### config.mk
export PLATFORM = sky130hd
export DESIGN_NAME = delimited_token_splitter_unit
export DESIGN_NICKNAME = d
export VERILOG_FILES = /design/src/dts_pkg.sv /design/src/dts_cfg.sv /design/src/dts_core.sv /design/src/dts_fifo.sv /design/src/delimited_token_splitter_unit.sv
export VERILOG_INCLUDE_DIRS = /design/src /design/src/src
export SDC_FILE = /design/constraint.sdc
export NUM_CORES = 1
export LEC_CHECK = 0
export BUFFER_PORTS_ARGS = -buffer_cell sky130_fd_sc_hd__buf_2
export CAP_MARGIN = 10
export CORE_AREA = 2 2 240 242
export DETAILED_ROUTE_END_ITERATION = 6
export DIE_AREA = 0 0 242 244
export PLACE_DENSITY = 0.54
export SKIP_LAST_GASP = 1
export SLEW_MARGIN = 10
export SYNTH_ARGS = -nofsm -noshare
export SYNTH_HDL_FRONTEND = slang
export SYNTH_SLANG_ARGS = --single-unit
### constraint.sdc
create_clock -name clk -period 4.3 [get_ports clk]
set_input_delay 0.215 -clock clk [delete_from_list [all_inputs] [get_ports clk]]
set_output_delay 0.215 -clock clk [all_outputs]
set_load 0.01 [all_outputs]
### src/delimited_token_splitter_unit_assert.svh
// Assertion macros for the token splitter.
`ifndef DELIMITED_TOKEN_SPLITTER_UNIT_ASSERT_SVH
`define DELIMITED_TOKEN_SPLITTER_UNIT_ASSERT_SVH

`ifndef SYNTHESIS
`define DTS_ASSERT_ALWAYS(lbl, clk, rst_n, cond) \
	lbl: assert property (@(posedge clk) disable iff (!(rst_n)) (cond)) \
		else $error("dts check failed");
`define DTS_ASSERT_IMPLY(lbl, clk, rst_n, ante, cons) \
	lbl: assert property (@(posedge clk) disable iff (!(rst_n)) (ante) |-> (cons)) \
		else $error("dts check failed");
`else
`define DTS_ASSERT_ALWAYS(lbl, clk, rst_n, cond)
`define DTS_ASSERT_IMPLY(lbl, clk, rst_n, ante, cons)
`endif

`endif

### src/dts_pkg.sv
package dts_pkg;

	typedef enum logic [1:0] {
		STATUS_MORE  = 2'd0,
		STATUS_FINAL = 2'd1,
		STATUS_NONE  = 2'd2
	} status_t;

	typedef struct packed {
		logic [15:0] token_offset;
		logic [15:0] token_length;
		logic [15:0] delimiter_offset;
		status_t     status;
		logic        last_result;
	} result_t;

	typedef struct packed {
		logic [7:0] delim_a;
		logic [7:0] delim_b;
		logic [7:0] delim_c;
		logic [7:0] skip_a;
		logic [7:0] skip_b;
	} cfg_t;

	localparam logic [2:0] REG_DELIM_A = 3'd0;
	localparam logic [2:0] REG_DELIM_B = 3'd1;
	localparam logic [2:0] REG_DELIM_C = 3'd2;
	localparam logic [2:0] REG_SKIP_A  = 3'd3;
	localparam logic [2:0] REG_SKIP_B  = 3'd4;

	localparam logic [7:0] RESET_DELIM_A = 8'd44;
	localparam logic [7:0] RESET_DELIM_B = 8'd59;
	localparam logic [7:0] RESET_DELIM_C = 8'd10;
	localparam logic [7:0] RESET_SKIP_A  = 8'd32;
	localparam logic [7:0] RESET_SKIP_B  = 8'd9;

	localparam int FIFO_DEPTH    = 4;
	localparam int FIFO_PTR_BITS = 2;
	localparam int FIFO_CNT_BITS = 3;

endpackage

### src/dts_cfg.sv
module dts_cfg (
	input  logic          clk,
	input  logic          arst_n,
	input  logic          cfg_write,
	input  logic [2:0]    cfg_index,
	input  logic [7:0]    cfg_data,
	output dts_pkg::cfg_t cfg
);
	import dts_pkg::*;

	cfg_t cfg_q;

	always_ff @(posedge clk or negedge arst_n) begin
		if (!arst_n) begin
			cfg_q.delim_a <= RESET_DELIM_A;
			cfg_q.delim_b <= RESET_DELIM_B;
			cfg_q.delim_c <= RESET_DELIM_C;
			cfg_q.skip_a  <= RESET_SKIP_A;
			cfg_q.skip_b  <= RESET_SKIP_B;
		end else if (cfg_write) begin
			case (cfg_index)
				REG_DELIM_A: cfg_q.delim_a <= cfg_data;
				REG_DELIM_B: cfg_q.delim_b <= cfg_data;
				REG_DELIM_C: cfg_q.delim_c <= cfg_data;
				REG_SKIP_A:  cfg_q.skip_a  <= cfg_data;
				REG_SKIP_B:  cfg_q.skip_b  <= cfg_data;
				default: ;
			endcase
		end
	end

	assign cfg = cfg_q;

endmodule

### src/dts_core.sv
module dts_core #(
	parameter int OFFSET_BITS = 16
) (
	input  logic             clk,
	input  logic             arst_n,
	input  logic             step,
	input  logic [7:0]       data_byte,
	input  logic             end_of_source,
	input  dts_pkg::cfg_t    cfg,
	output logic             push0,
	output logic             push1,
	output dts_pkg::result_t res0,
	output dts_pkg::result_t res1
);
	import dts_pkg::*;

	localparam int W = OFFSET_BITS;

	logic [W-1:0] pos_q, start_q, len_q, dpos_q;
	logic         after_q, fin_q;
	logic [W-1:0] pos_n, start_n, len_n, dpos_n;
	logic         after_n, fin_n;
	logic [W-1:0] pos_inc, t_start, t_len;
	logic         is_skip, is_delim;

	function automatic result_t end_res(input logic [W-1:0] s, input logic [W-1:0] l);
		result_t r;
		r = '0;
		if (l == '0) begin
			r.status = STATUS_NONE;
		end else begin
			r.token_offset = 16'(s);
			r.token_length = 16'(l);
			r.status       = STATUS_FINAL;
		end
		r.last_result = 1'b1;
		return r;
	endfunction

	assign pos_inc  = pos_q + W'(1);
	assign is_skip  = (data_byte == cfg.skip_a) || (data_byte == cfg.skip_b);
	assign is_delim = (data_byte == cfg.delim_a) || (data_byte == cfg.delim_b)
		|| (data_byte == cfg.delim_c);

	always_comb begin
		pos_n   = pos_q;
		start_n = start_q;
		len_n   = len_q;
		dpos_n  = dpos_q;
		after_n = after_q;
		fin_n   = fin_q;
		push0   = 1'b0;
		push1   = 1'b0;
		res0    = '0;
		res1    = '0;
		t_start = start_q;
		t_len   = len_q;
		if (step) begin
			if (fin_q) begin
				pos_n = pos_inc;
			end else if (after_q && is_skip) begin
				pos_n = pos_inc;
				if (end_of_source) begin
					push0 = 1'b1;
					res0  = end_res(start_q, len_q);
				end
			end else if (after_q && (len_q == '0)) begin
				push0              = 1'b1;
				res0.status        = STATUS_NONE;
				res0.last_result   = 1'b1;
				fin_n              = 1'b1;
				pos_n              = pos_inc;
			end else begin
				if (after_q) begin
					push0                 = 1'b1;
					res0.token_offset     = 16'(start_q);
					res0.token_length     = 16'(len_q);
					res0.delimiter_offset = 16'(dpos_q);
					res0.status           = STATUS_MORE;
					res0.last_result      = 1'b1;
					t_start               = pos_q;
					t_len                 = '0;
					after_n               = 1'b0;
					dpos_n                = '0;
				end
				if (is_delim) begin
					dpos_n  = pos_q;
					after_n = 1'b1;
				end else if (!is_skip) begin
					t_len = pos_inc - t_start;
				end
				start_n = t_start;
				len_n   = t_len;
				pos_n   = pos_inc;
				if (end_of_source) begin
					if (after_q) begin
						push1            = 1'b1;
						res1             = end_res(t_start, t_len);
						res0.last_result = 1'b0;
					end else begin
						push0 = 1'b1;
						res0  = end_res(t_start, t_len);
					end
				end
			end
			if (end_of_source) begin
				pos_n   = '0;
				start_n = '0;
				len_n   = '0;
				dpos_n  = '0;
				after_n = 1'b0;
				fin_n   = 1'b0;
			end
		end
	end

	always_ff @(posedge clk or negedge arst_n) begin
		if (!arst_n) begin
			pos_q   <= '0;
			start_q <= '0;
			len_q   <= '0;
			dpos_q  <= '0;
			after_q <= 1'b0;
			fin_q   <= 1'b0;
		end else begin
			pos_q   <= pos_n;
			start_q <= start_n;
			len_q   <= len_n;
			dpos_q  <= dpos_n;
			after_q <= after_n;
			fin_q   <= fin_n;
		end
	end

endmodule

### src/dts_fifo.sv
module dts_fifo (
	input  logic                                clk,
	input  logic                                arst_n,
	input  logic                                push0,
	input  logic                                push1,
	input  dts_pkg::result_t                    din0,
	input  dts_pkg::result_t                    din1,
	input  logic                                pop,
	output dts_pkg::result_t                    dout,
	output logic [dts_pkg::FIFO_CNT_BITS-1:0]   count
);
	import dts_pkg::*;

	result_t                  mem [FIFO_DEPTH];
	logic [FIFO_PTR_BITS-1:0] wr_q, rd_q, wr_next;
	logic [FIFO_CNT_BITS-1:0] cnt_q;

	assign wr_next = wr_q + FIFO_PTR_BITS'(1);

	always_ff @(posedge clk) begin
		if (push0) begin
			mem[wr_q] <= din0;
		end
		if (push1) begin
			mem[wr_next] <= din1;
		end
	end

	always_ff @(posedge clk or negedge arst_n) begin
		if (!arst_n) begin
			wr_q  <= '0;
			rd_q  <= '0;
			cnt_q <= '0;
		end else begin
			wr_q  <= wr_q + FIFO_PTR_BITS'(push0) + FIFO_PTR_BITS'(push1);
			rd_q  <= rd_q + FIFO_PTR_BITS'(pop);
			cnt_q <= cnt_q + FIFO_CNT_BITS'(push0) + FIFO_CNT_BITS'(push1)
				- FIFO_CNT_BITS'(pop);
		end
	end

	assign dout  = mem[rd_q];
	assign count = cnt_q;

endmodule

### src/delimited_token_splitter_unit.sv
// Delimited token splitter.
// Input channel (in_valid/in_ready): one source byte per transfer, with
// end_of_source marking the final byte. Output channel (out_valid/out_ready):
// one token result per transfer; a byte may produce zero, one or two results,
// and last_result flags the final one produced by that byte.
// Configuration: cfg_write with cfg_index/cfg_data sets the three delimiter
// and two skip bytes; write only while no byte is in flight.
// Path: a byte is captured in the input register, evaluated from there by the
// core, and its results are written to the output queue, from which they transfer.
// Throughput: one byte per cycle while the queue has room. A byte that yields
// two results hands them out one per transfer; results wait in a four-entry
// queue, and input is taken while the queue has room for two more results.
// Output stall: once the queue has room for fewer than two results, the input
// register holds and in_ready drops until the receiver drains results.
// Reset: clears the queue, the input register and the token state to
// offset 0; configuration returns to delimiters 44, 59, 10 and skips 32, 9.
`include "delimited_token_splitter_unit_assert.svh"

module delimited_token_splitter_unit #(
	parameter int OFFSET_BITS = 16
) (
	input  logic         clk,
	input  logic         arst_n,
	input  logic         cfg_write,
	input  logic [2:0]   cfg_index,
	input  logic [7:0]   cfg_data,
	input  logic         in_valid,
	output logic         in_ready,
	input  logic [7:0]   data_byte,
	input  logic         end_of_source,
	output logic         out_valid,
	input  logic         out_ready,
	output logic [15:0]  token_offset,
	output logic [15:0]  token_length,
	output logic [15:0]  delimiter_offset,
	output logic [1:0]   status,
	output logic         last_result
);
	import dts_pkg::*;

	cfg_t                     cfg;
	logic                     valid_s1, eos_s1, advance, push0, push1, pop;
	logic [7:0]               byte_s1;
	result_t                  res0, res1, head;
	logic [FIFO_CNT_BITS-1:0] fifo_count;

	dts_cfg u_cfg (
		.clk       (clk),
		.arst_n    (arst_n),
		.cfg_write (cfg_write),
		.cfg_index (cfg_index),
		.cfg_data  (cfg_data),
		.cfg       (cfg)
	);

	assign advance  = valid_s1 && (fifo_count <= FIFO_CNT_BITS'(FIFO_DEPTH - 2));
	assign in_ready = !valid_s1 || advance;

	always_ff @(posedge clk or negedge arst_n) begin
		if (!arst_n) begin
			valid_s1 <= 1'b0;
		end else if (in_ready) begin
			valid_s1 <= in_valid;
		end
	end

	always_ff @(posedge clk) begin
		if (in_valid && in_ready) begin
			byte_s1 <= data_byte;
			eos_s1  <= end_of_source;
		end
	end

	dts_core #(
		.OFFSET_BITS (OFFSET_BITS)
	) u_core (
		.clk           (clk),
		.arst_n        (arst_n),
		.step          (advance),
		.data_byte     (byte_s1),
		.end_of_source (eos_s1),
		.cfg           (cfg),
		.push0         (push0),
		.push1         (push1),
		.res0          (res0),
		.res1          (res1)
	);

	dts_fifo u_fifo (
		.clk    (clk),
		.arst_n (arst_n),
		.push0  (push0),
		.push1  (push1),
		.din0   (res0),
		.din1   (res1),
		.pop    (pop),
		.dout   (head),
		.count  (fifo_count)
	);

	assign out_valid        = (fifo_count != '0);
	assign pop              = out_valid && out_ready;
	assign token_offset     = head.token_offset;
	assign token_length     = head.token_length;
	assign delimiter_offset = head.delimiter_offset;
	assign status           = head.status;
	assign last_result      = head.last_result;

	`DTS_ASSERT_ALWAYS(a_fifo_bound, clk, arst_n, fifo_count <= FIFO_CNT_BITS'(FIFO_DEPTH))
	`DTS_ASSERT_IMPLY(a_second_needs_first, clk, arst_n, push1, push0 && !res0.last_result)
	`DTS_ASSERT_IMPLY(a_stall_holds_s1, clk, arst_n, !in_ready, valid_s1)
	`DTS_ASSERT_IMPLY(a_drain_by_pop, clk, arst_n, $fell(out_valid), $past(pop))

endmodule
# After elaboration in Yosys (flattened, before gate mapping)
# Memories as Yosys holds them, arrays and structs flattened.
# Index checks and enable logic that the tools add are counted.
[word_totals]
register_bits = 123
ramBits = 204
word_cells = 135
mem_count = 1
[mem_list]
columns = ["memory", "depth", "word_bits", "rd", "rd_clocked_by_memory_dff", "write_ports", "line", "text"]
rows = [
  ["u_fifo.mem", 4, 51, 1, 0, 2, "dts_fifo.sv:14", "result_t mem [FIFO_DEPTH];"],
]
[classes]
n_addsub = 9
order_cmp = 1
eq_ne = 12
muxes = 73
reduce_logical = 22
[ops]
columns = ["operator", "n"]
rows = [
  ["$mux 51", 12],
  ["$mux 16", 27],
  ["$mux 32", 2],
  ["$mux 50", 1],
  ["$mux 48", 1],
  ["$eq 8x8->1", 5],
  ["$logic_not 16->1", 2],
  ["$mux 1", 27],
  ["$add 16x1->16 const B", 1],
  ["$sub 16x16->16", 1],
  ["$reduce_and 2->1", 5],
  ["$add 2x1->2", 3],
  ["$add 3x1->3", 2],
  ["$eq 3x2->1 const B", 2],
  ["$ne 2x2->1 const B", 3],
  ["$reduce_bool 3->1", 2],
  ["$logic_and 1x1->1", 5],
  ["$reduce_and 5->1", 1],
  ["$logic_or 1x1->1", 4],
  ["$mux 2", 2],
  ["$reduce_and 4->1", 1],
  ["$eq 3x1->1 const B", 1],
  ["$eq 3x3->1 const B", 1],
  ["$le 3x2->1 const B", 1],
  ["5 further kinds", 5],
]

# Longest topological paths before layout
# Gate-level depths: netlist (run 1).
[logic_depth]
depth_word = 21
depth_mapped = 19
depth_no_buf = 17

# Cells and area by module
# Synthesis (run 1) repeated with hierarchy kept, for this count alone.
[unflattened]
hier_cells = 1320
area_unflattened_um2 = 17862.1
[by_module_without_submodules]
columns = ["module", "n_inst", "cells_each", "area_each_um2", "seq_area_each_um2"]
rows = [
  ["dts_fifo", 1, 525, 10199.8, 6301.0],
  ["dts_core", 1, 689, 5766.8, 1651.6],
  ["dts_cfg", 1, 88, 1545.2, 1017.2],
  ["delimited_token_splitter_unit", 1, 18, 350.3, 295.3],
]

# Worst setup path before layout (run 1)
# No wires, ideal clock.
[synth_timing]
path_kind = "reg2reg"
start = "reg u_core.after_q"
end = "mem u_fifo.mem[1][46] (netlist bit) (data pin)"
arrival_ns = 4.091
t_required_ns = 4.023
slack_ns = -0.068
path_stages_with_launch = 17
path_buffers = 4
synth_period_minus_slack_ns = 4.368
path_cell_list = "dfrtp_1 clkbuf_1 buf_1 mux2_2 ha_1 fa_1 nor2b_1 o2111ai_2 a21oi_1 a31oi_1 xnor2_1 a221oi_2 nand4_2 buf_6 buf_6 a31oi_4 o22ai_1"
[synth_rtl]
columns = ["element", "line", "text"]
rows = [
  ["start: declaration", "dts_core.sv:20", "logic after_q, fin_q;"],
  ["start signal: assignment", "dts_core.sv:130", "after_q <= after_n;"],
  ["end: declaration", "dts_fifo.sv:14", ""],
]

==> results of run 1 <==
## flip-flops by register name, summed over array words and instances (netlist names)
| signal | cells |
|---|---|
| byte_s1 | 8 |
| eos_s1 | 1 |
| u_cfg.cfg | 40 |
| u_core.after_q | 1 |
| u_core.dpos_q | 16 |
| u_core.fin_q | 1 |
| u_core.len_q | 16 |
| u_core.pos_q | 16 |
| u_core.start_q | 16 |
| u_fifo.count | 3 |
| u_fifo.mem | 204 |
| u_fifo.rd_q | 2 |
| u_fifo.wr_q | 2 |
| valid_s1 | 1 |
## worst max-delay path: cells and delay by family, from the launching register on
family / cells / cell delay [ns]
AND/OR/NAND/NOR: 7 / 1.15
AO/OA/AOI/OAI: 5 / 1.06
buffers and inverters: 4 / 0.63
adder cells (fa/ha/maj): 2 / 0.46
flip-flops: 1 / 0.37
XOR/XNOR: 1 / 0.15
## power by group through the flow
stage | clock network, W | logic, W | registers (W)
final | 0.00326 | 0.00373 | 0.00408
after global routing | 0.00345 | 0.00404 | 0.00414
after CTS | 0.00332 | 0.00378 | 0.00409
after detailed placement | 0 | 0.00375 | 0.00415
after global placement | 0 | 0.00373 | 0.00414
after floorplan | 0 | 0.00262 | 0.00387
## routing by layer
metal / part of all wire / up-vias / track usage
met5: 0 / - / 0
met4: 0.026 / 0 / 0.0536
met3: 0.047 / 85 / 0.0238
met2: 0.49 / 373 / 0.285
met1: 0.44 / 6237 / 0.225
li1: - / 5638 / -
## how the worst min path moves through the flow
stage / cells after the start / end / from / slack (ns)
after CTS: 3 / u_fifo.rd_q[0] / out_ready / 0.05
after global routing: 3 / u_fifo.rd_q[0] / out_ready / 0.06
after global placement: 1 / byte_s1[0] / data_byte[0] / 0.39
final: 3 / u_fifo.rd_q[0] / out_ready / 0.05
after floorplan: 0 / u_cfg.cfg[10] / arst_n / -0.08
after detailed placement: 1 / byte_s1[5] / data_byte[5] / 0.39
## placed cells by master (no fill, tap or decap), drive strengths merged, types with 4 or more instances in the layout
cell type	count
a21o	6
a21oi	83
a22o	44
a22oi	5
a31oi	20
and2	43
and3	10
buf	184
clkbuf	52
clkinv	17
dfrtp	101
dfstp	13
dfxtp	64
dlygate4sd3	19
edfxtp	149
fa	4
ha	25
inv	13
mux2	41
mux2i	20
mux4	51
nand2	235
nand2b	7
nand3	21
nand4	8
nor2	27
nor2b	9
nor3	8
nor4	14
o21ai	53
o22ai	49
o2bb2ai	77
o31ai	9
or2	6
xnor2	17
xor2	50
## cells by family after synthesis
kind of cell / after synthesis / synth area share
compound gates: 374 / 0.171
mux: 112 / 0.108
fa+ha+maj: 29 / 0.0233
flops: 327 / 0.513
simple gates: 398 / 0.112
xor+xnor: 67 / 0.0349
buf+inv: 131 / 0.0392
## metrics by stage
step | total power (W) | setup WS [ns] | instance area, sq um | std cells
floorplan | 0.00649 | 0.0638 | 16800 | 1438
global placement | 0.00787 | 0.0263 | 18500 | 2260
detailed placement | 0.00790 | -0.0102 | 18500 | 2260
CTS | 0.0112 | 0.0218 | 20000 | 2351
global route | 0.0116 | -0.0162 | 20000 | 2351
finish | 0.0111 | 0.183 | 20000 | 2351
## cell type report
cell class,count,area [sq um],share of cell area
repair buffers,203,1550,0.0774
clock buffers,52,1090,0.0542
clock inverters,20,166,0.00831
multi-input cells,980,7600,0.379
flip-flops and latches,327,8630,0.431
well taps,756,946,0.0472
inverters,13,53.8,0.00269
## what timing repair did
item | in CTS | in global routing
pin swaps | 0 | 1
resized for setup | 1 | 11
hold buffers | 19 | 0
hold endpoints to repair | 101 | 0
endpoints found under the setup margin | 9 | 133
==> results.cfg, run 1 <==
[sta]
fin_skew_ns = 0.0336
min_period_over_period = 0.958
finalHoldViolations = 0
slew_headroom = 0.362
worst_pin_slew_ns = 0.957
setup_viol_count_final = 0
whs_ns = 0.0519
tns_ns = 0
period_needed_ns = 4.12
fmaxAchievable_mhz = 243
maxSlewViolCount = 0

[yosys]
syn_avg_cell_area_sq_um = 11.7
synth_area_leaders = edfxtp_1, dfrtp_1, dfxtp_1
synth_area_sq_um = 16800
yosysUniqueCellTypes = 77
ys_seq_area_frac = 0.513
synth_top_area_share = 0.266
async_flop_share = 0.349
synth_commonest_cells = nand2_1, edfxtp_1, dfrtp_1
synthMostInstantiatedCell = nand2_1
synth_ff_type = edfxtp_1
yosysTopAreaCell = edfxtp_1
ys_ff_latch = 327
yosys_warnings = 0
synth_edf_count = 149
syn_inst = 1438
synth_fp_nets = 1492

[layout]
layout.nets = 1618
finalCoreUtilization = 0.357
drive_gt1_frac = 0.256
synthToLayoutAreaGrowth_pct = 19.1
n_antenna_cell = 0
num-fill-cells = 5610

[routing]
vias = 12300
dr.pass1.iters = 5
via_per_inst = 5.25
drc = 0
drtIter0Drc = 986
ant_nets = 0
routed_wl_um = 50000
wl_per_cell_um = 21.3

[critical_path]
reg2reg_depth = 19
arrival_ns = 4.41
critPathCaptureType = register
ff2ff_setup_slack_ns = 0.18
crit_fanout = 18
endpoint = u_fifo.mem[1][1]
cp_common_cell = buf_4
reg2reg_from = u_core.pos_q[0]
reg2reg_to = u_fifo.mem[1][1]
cp.required_ns = 4.59
worstPathCellList = ha_1 > nand3_1 > nor2_2 > nand2_1 > nor2_4 > buf_4 > xor2_1 > ha_1 > a211oi_1 > nand4_1 > and4_1 > o31a_1 > a221oi_2 > nand4_2 > buf_12 > buf_4 > a21oi_1 > buf_4 > o31ai_1
worstSetupStartpoint = u_core.pos_q[0]
critPathKind = reg -> reg
critPathLaunchType = register
slowest_stage = dfrtp_1
slowest_delay_ns = 0.37

[grt]
gr-total-overflow = 0
grt_pass1_wl_um = 76800
antenna_found_initial = 0
first_global_vias = 12500
grt_max_degree = 66
track_usage = 0.169

[clock_tree]
clk_latency_ns = 0.57
path_clk_slew_ns = 0.06
cts_max_level = 2
numCtsBuffers = 39
cts.sinks = 327
cts_root_buf = clkbuf_16
cts_setup_buffers = 0
tritoncts = built
cts.path.max_buffers = 3

[die]
core_area_sq_um = 56200
ios = 78
design.die.area_sq_um = 59000
fp.dieH_um = 244
fp.dieW_um = 242
fp-row-count = 87
initial_core_util = 0.300

[min_path]
hp-class = in -> reg

[status]
status = complete, no violations

[pwr]
leakage_nw = 7.35
p_clk_frac = 0.295
seqPwrFrac = 0.369
combPwrFrac = 0.337
power.internal_w = 0.00704
power_switching_share = 0.364
netSwitchingPower_w = 0.00403
p_per_area_nw_per_um2 = 552
peakVddDrop_uv = 308

[run]
drv_cap = 0

[place]
gp_congestion = 0.871
dp_hpwl_um = 33500
port-buffer-count = 77
Note: power is estimated with default switching activity, not from simulation.
==> inputs of run 2 (changes only) <==
--- a/config.mk
+++ b/config.mk
@@ -9,6 +9,7 @@
 export BUFFER_PORTS_ARGS = -buffer_cell sky130_fd_sc_hd__buf_2
 export CAP_MARGIN = 10
 export CORE_AREA = 2 2 240 242
+export CTS_BUF_LIST = sky130_fd_sc_hd__clkbuf_4 sky130_fd_sc_hd__clkbuf_8
 export DETAILED_ROUTE_END_ITERATION = 6
 export DIE_AREA = 0 0 242 244
 export PLACE_DENSITY = 0.54
==> run 2 against run 1 <==
Net effect: final cell count rose by 1.7%; critical path depth fell by 3; critical endpoint unchanged; cell area rose by 0.19%; worst hold slack improved by 0.12 ns; flip-flop and latch count did not move; fmax rose by 0.37%; power fell by 1.4%; die area did not move; clock power fell by 5%.
==> results.cfg, run 2 (synthesis gave the netlist of run 1 again) <==
[die]
design.die.area_sq_um = 59000
initial_core_util = 0.300
fp.dieW_um = 242
fp.dieH_um = 244
ios = 78
fp-row-count = 87
core_area_sq_um = 56200

[run]
drv_cap = 0

[layout]
top_register = u_fifo.mem
layout.cells.non_filler = 2391
layout_common_cells = nand2_1, edfxtp_1, dfrtp_1
n_antenna_cell = 0
num-fill-cells = 5611
postLayoutCellArea_sq_um = 20100
final_common_cell = nand2_1
drive_gt1_frac = 0.281
largest_register_ffs = 204
synthToLayoutAreaGrowth_pct = 19.3
layout.nets = 1639

[sta]
finalHoldViolations = 0
maxSlewViolCount = 0
fin_skew_ns = 0.0689
setup_viol_count_final = 0
whs_ns = 0.173
fmaxAchievable_mhz = 244
slew_headroom = 0.345
tns_ns = 0
min_period_over_period = 0.954
period_needed_ns = 4.10
worst_pin_slew_ns = 0.983

[grt]
antenna_found_initial = 0
grt_max_degree = 66
first_global_vias = 12600
track_usage = 0.170
gr-total-overflow = 0
grt_pass1_wl_um = 77300

[pwr]
peakVddDrop_uv = 261
seqPwrFrac = 0.374
p_clk_frac = 0.283
leakage_nw = 7.42
netSwitchingPower_w = 0.00405
combPwrFrac = 0.342
power.internal_w = 0.00686
power_switching_share = 0.371
p_per_area_nw_per_um2 = 543

[clock_tree]
cts_max_level = 2
numCtsBuffers = 59
cts.path.max_buffers = 3
cts.sinks = 327
cts_root_buf = clkbuf_8
cts_setup_buffers = 0
tritoncts = built
clk_latency_ns = 0.69
path_clk_slew_ns = 0.06

[critical_path]
reg2reg_depth = 16
critPathCaptureType = register
reg2reg_from = u_core.pos_q[0]
slowest_stage = fa_1
critPathLaunchType = register
cp.required_ns = 4.71
critPathKind = reg -> reg
arrival_ns = 4.51
ff2ff_setup_slack_ns = 0.20
worst-path-buf-inv = 4
crit_fanout = 18
slowest_delay_ns = 0.46
worstPathCellList = buf_6 > mux2_2 > ha_1 > fa_1 > nor2b_1 > o2111ai_2 > a21oi_1 > a31oi_2 > xnor2_2 > a221oi_2 > nand4_2 > buf_12 > buf_4 > a21oi_1 > buf_4 > o31ai_1
reg2reg_to = u_fifo.mem[1][1]
cp_top_family = compound AO/OA/AOI/OAI gates

[min_path]
whs_path_depth = 4
hp-class = in -> reg
min_to = u_cfg.cfg[4]
hold_start = cfg_index[1]

[routing]
via_per_inst = 5.20
dr.pass1.iters = 5
drtIter0Drc = 982
routed_wl_um = 50200
ant_nets = 0
vias = 12400
drc = 0
wl_per_cell_um = 21.0

[place]
port-buffer-count = 77
placed_cells = 2260
place_area_sq_um = 18500
dp_hpwl_um = 33500
gp_congestion = 0.871

[status]
status = complete, no violations
==> run 2: how the worst max path moves through the flow <==
stage / startpoint / end / cells past startpoint
final: u_core.pos_q[0] / u_fifo.mem[1][1] / 16
after global routing: u_core.pos_q[0] / u_fifo.mem[2][1] / 20
after CTS: u_core.pos_q[0] / u_fifo.mem[2][1] / 20
after detailed placement: u_core.pos_q[0] / u_fifo.mem[1][1] / 20
after global placement: u_core.pos_q[1] / u_fifo.mem[0][29] / 19
after floorplan: u_core.pos_q[0] / u_fifo.mem[1][46] / 19
==> run 2: repair_timing <==
action                                  in CTS  in global routing
resized for setup                            1                 15
endpoints found under the setup margin       2                130
pin swaps                                    0                  2
hold buffers                                20                  0
hold endpoints to repair                   102                  0
==> run 2: area by class of cell <==
cell class	count	area, sq um	area share
clock buffers	86	1060	0.0527
clock inverters	25	198	0.00985
inverters	13	53.8	0.00268
multi-input cells	980	7620	0.380
flip-flops and latches	327	8630	0.430
well taps	756	946	0.0471
repair buffers	204	1560	0.0778
==> run 2: power by group through the flow <==
stage	clock, W	sequential (W)	combinational [W]
after floorplan	0	0.00387	0.00262
after global placement	0	0.00414	0.00373
after detailed placement	0	0.00415	0.00375
after CTS	0.00318	0.00409	0.00378
after global routing	0.00333	0.00414	0.00405
final	0.00309	0.00408	0.00373
==> run 2: worst reg2reg max path, delay by kind of cell (launching register included) <==
kind	cells	cell delay (ns)
mux	1	0.29
compound gates	6	1.25
fa+ha+maj	2	0.69
flops	1	0.39
buf+inv	4	0.69
simple gates	2	0.35
xor+xnor	1	0.19
==> run 2: routing by layer <==
metal	GRT usage	share of wire	up-vias
met5	0	0	-
met4	0.0576	0.025	0
met3	0.0249	0.052	88
met2	0.284	0.49	361
met1	0.225	0.44	6277
li1	-	-	5696
==> run 2: per-stage QoR <==
step	setup slack [ns]	total power, W	utilization
finish	0.198	0.0109	0.357
detailed placement	-0.0102	0.00790	0.330
global placement	0.0263	0.00787	0.330
floorplan	0.0638	0.00649	-
global route	-0.00889	0.0115	0.357
CTS	0.0341	0.0111	0.356
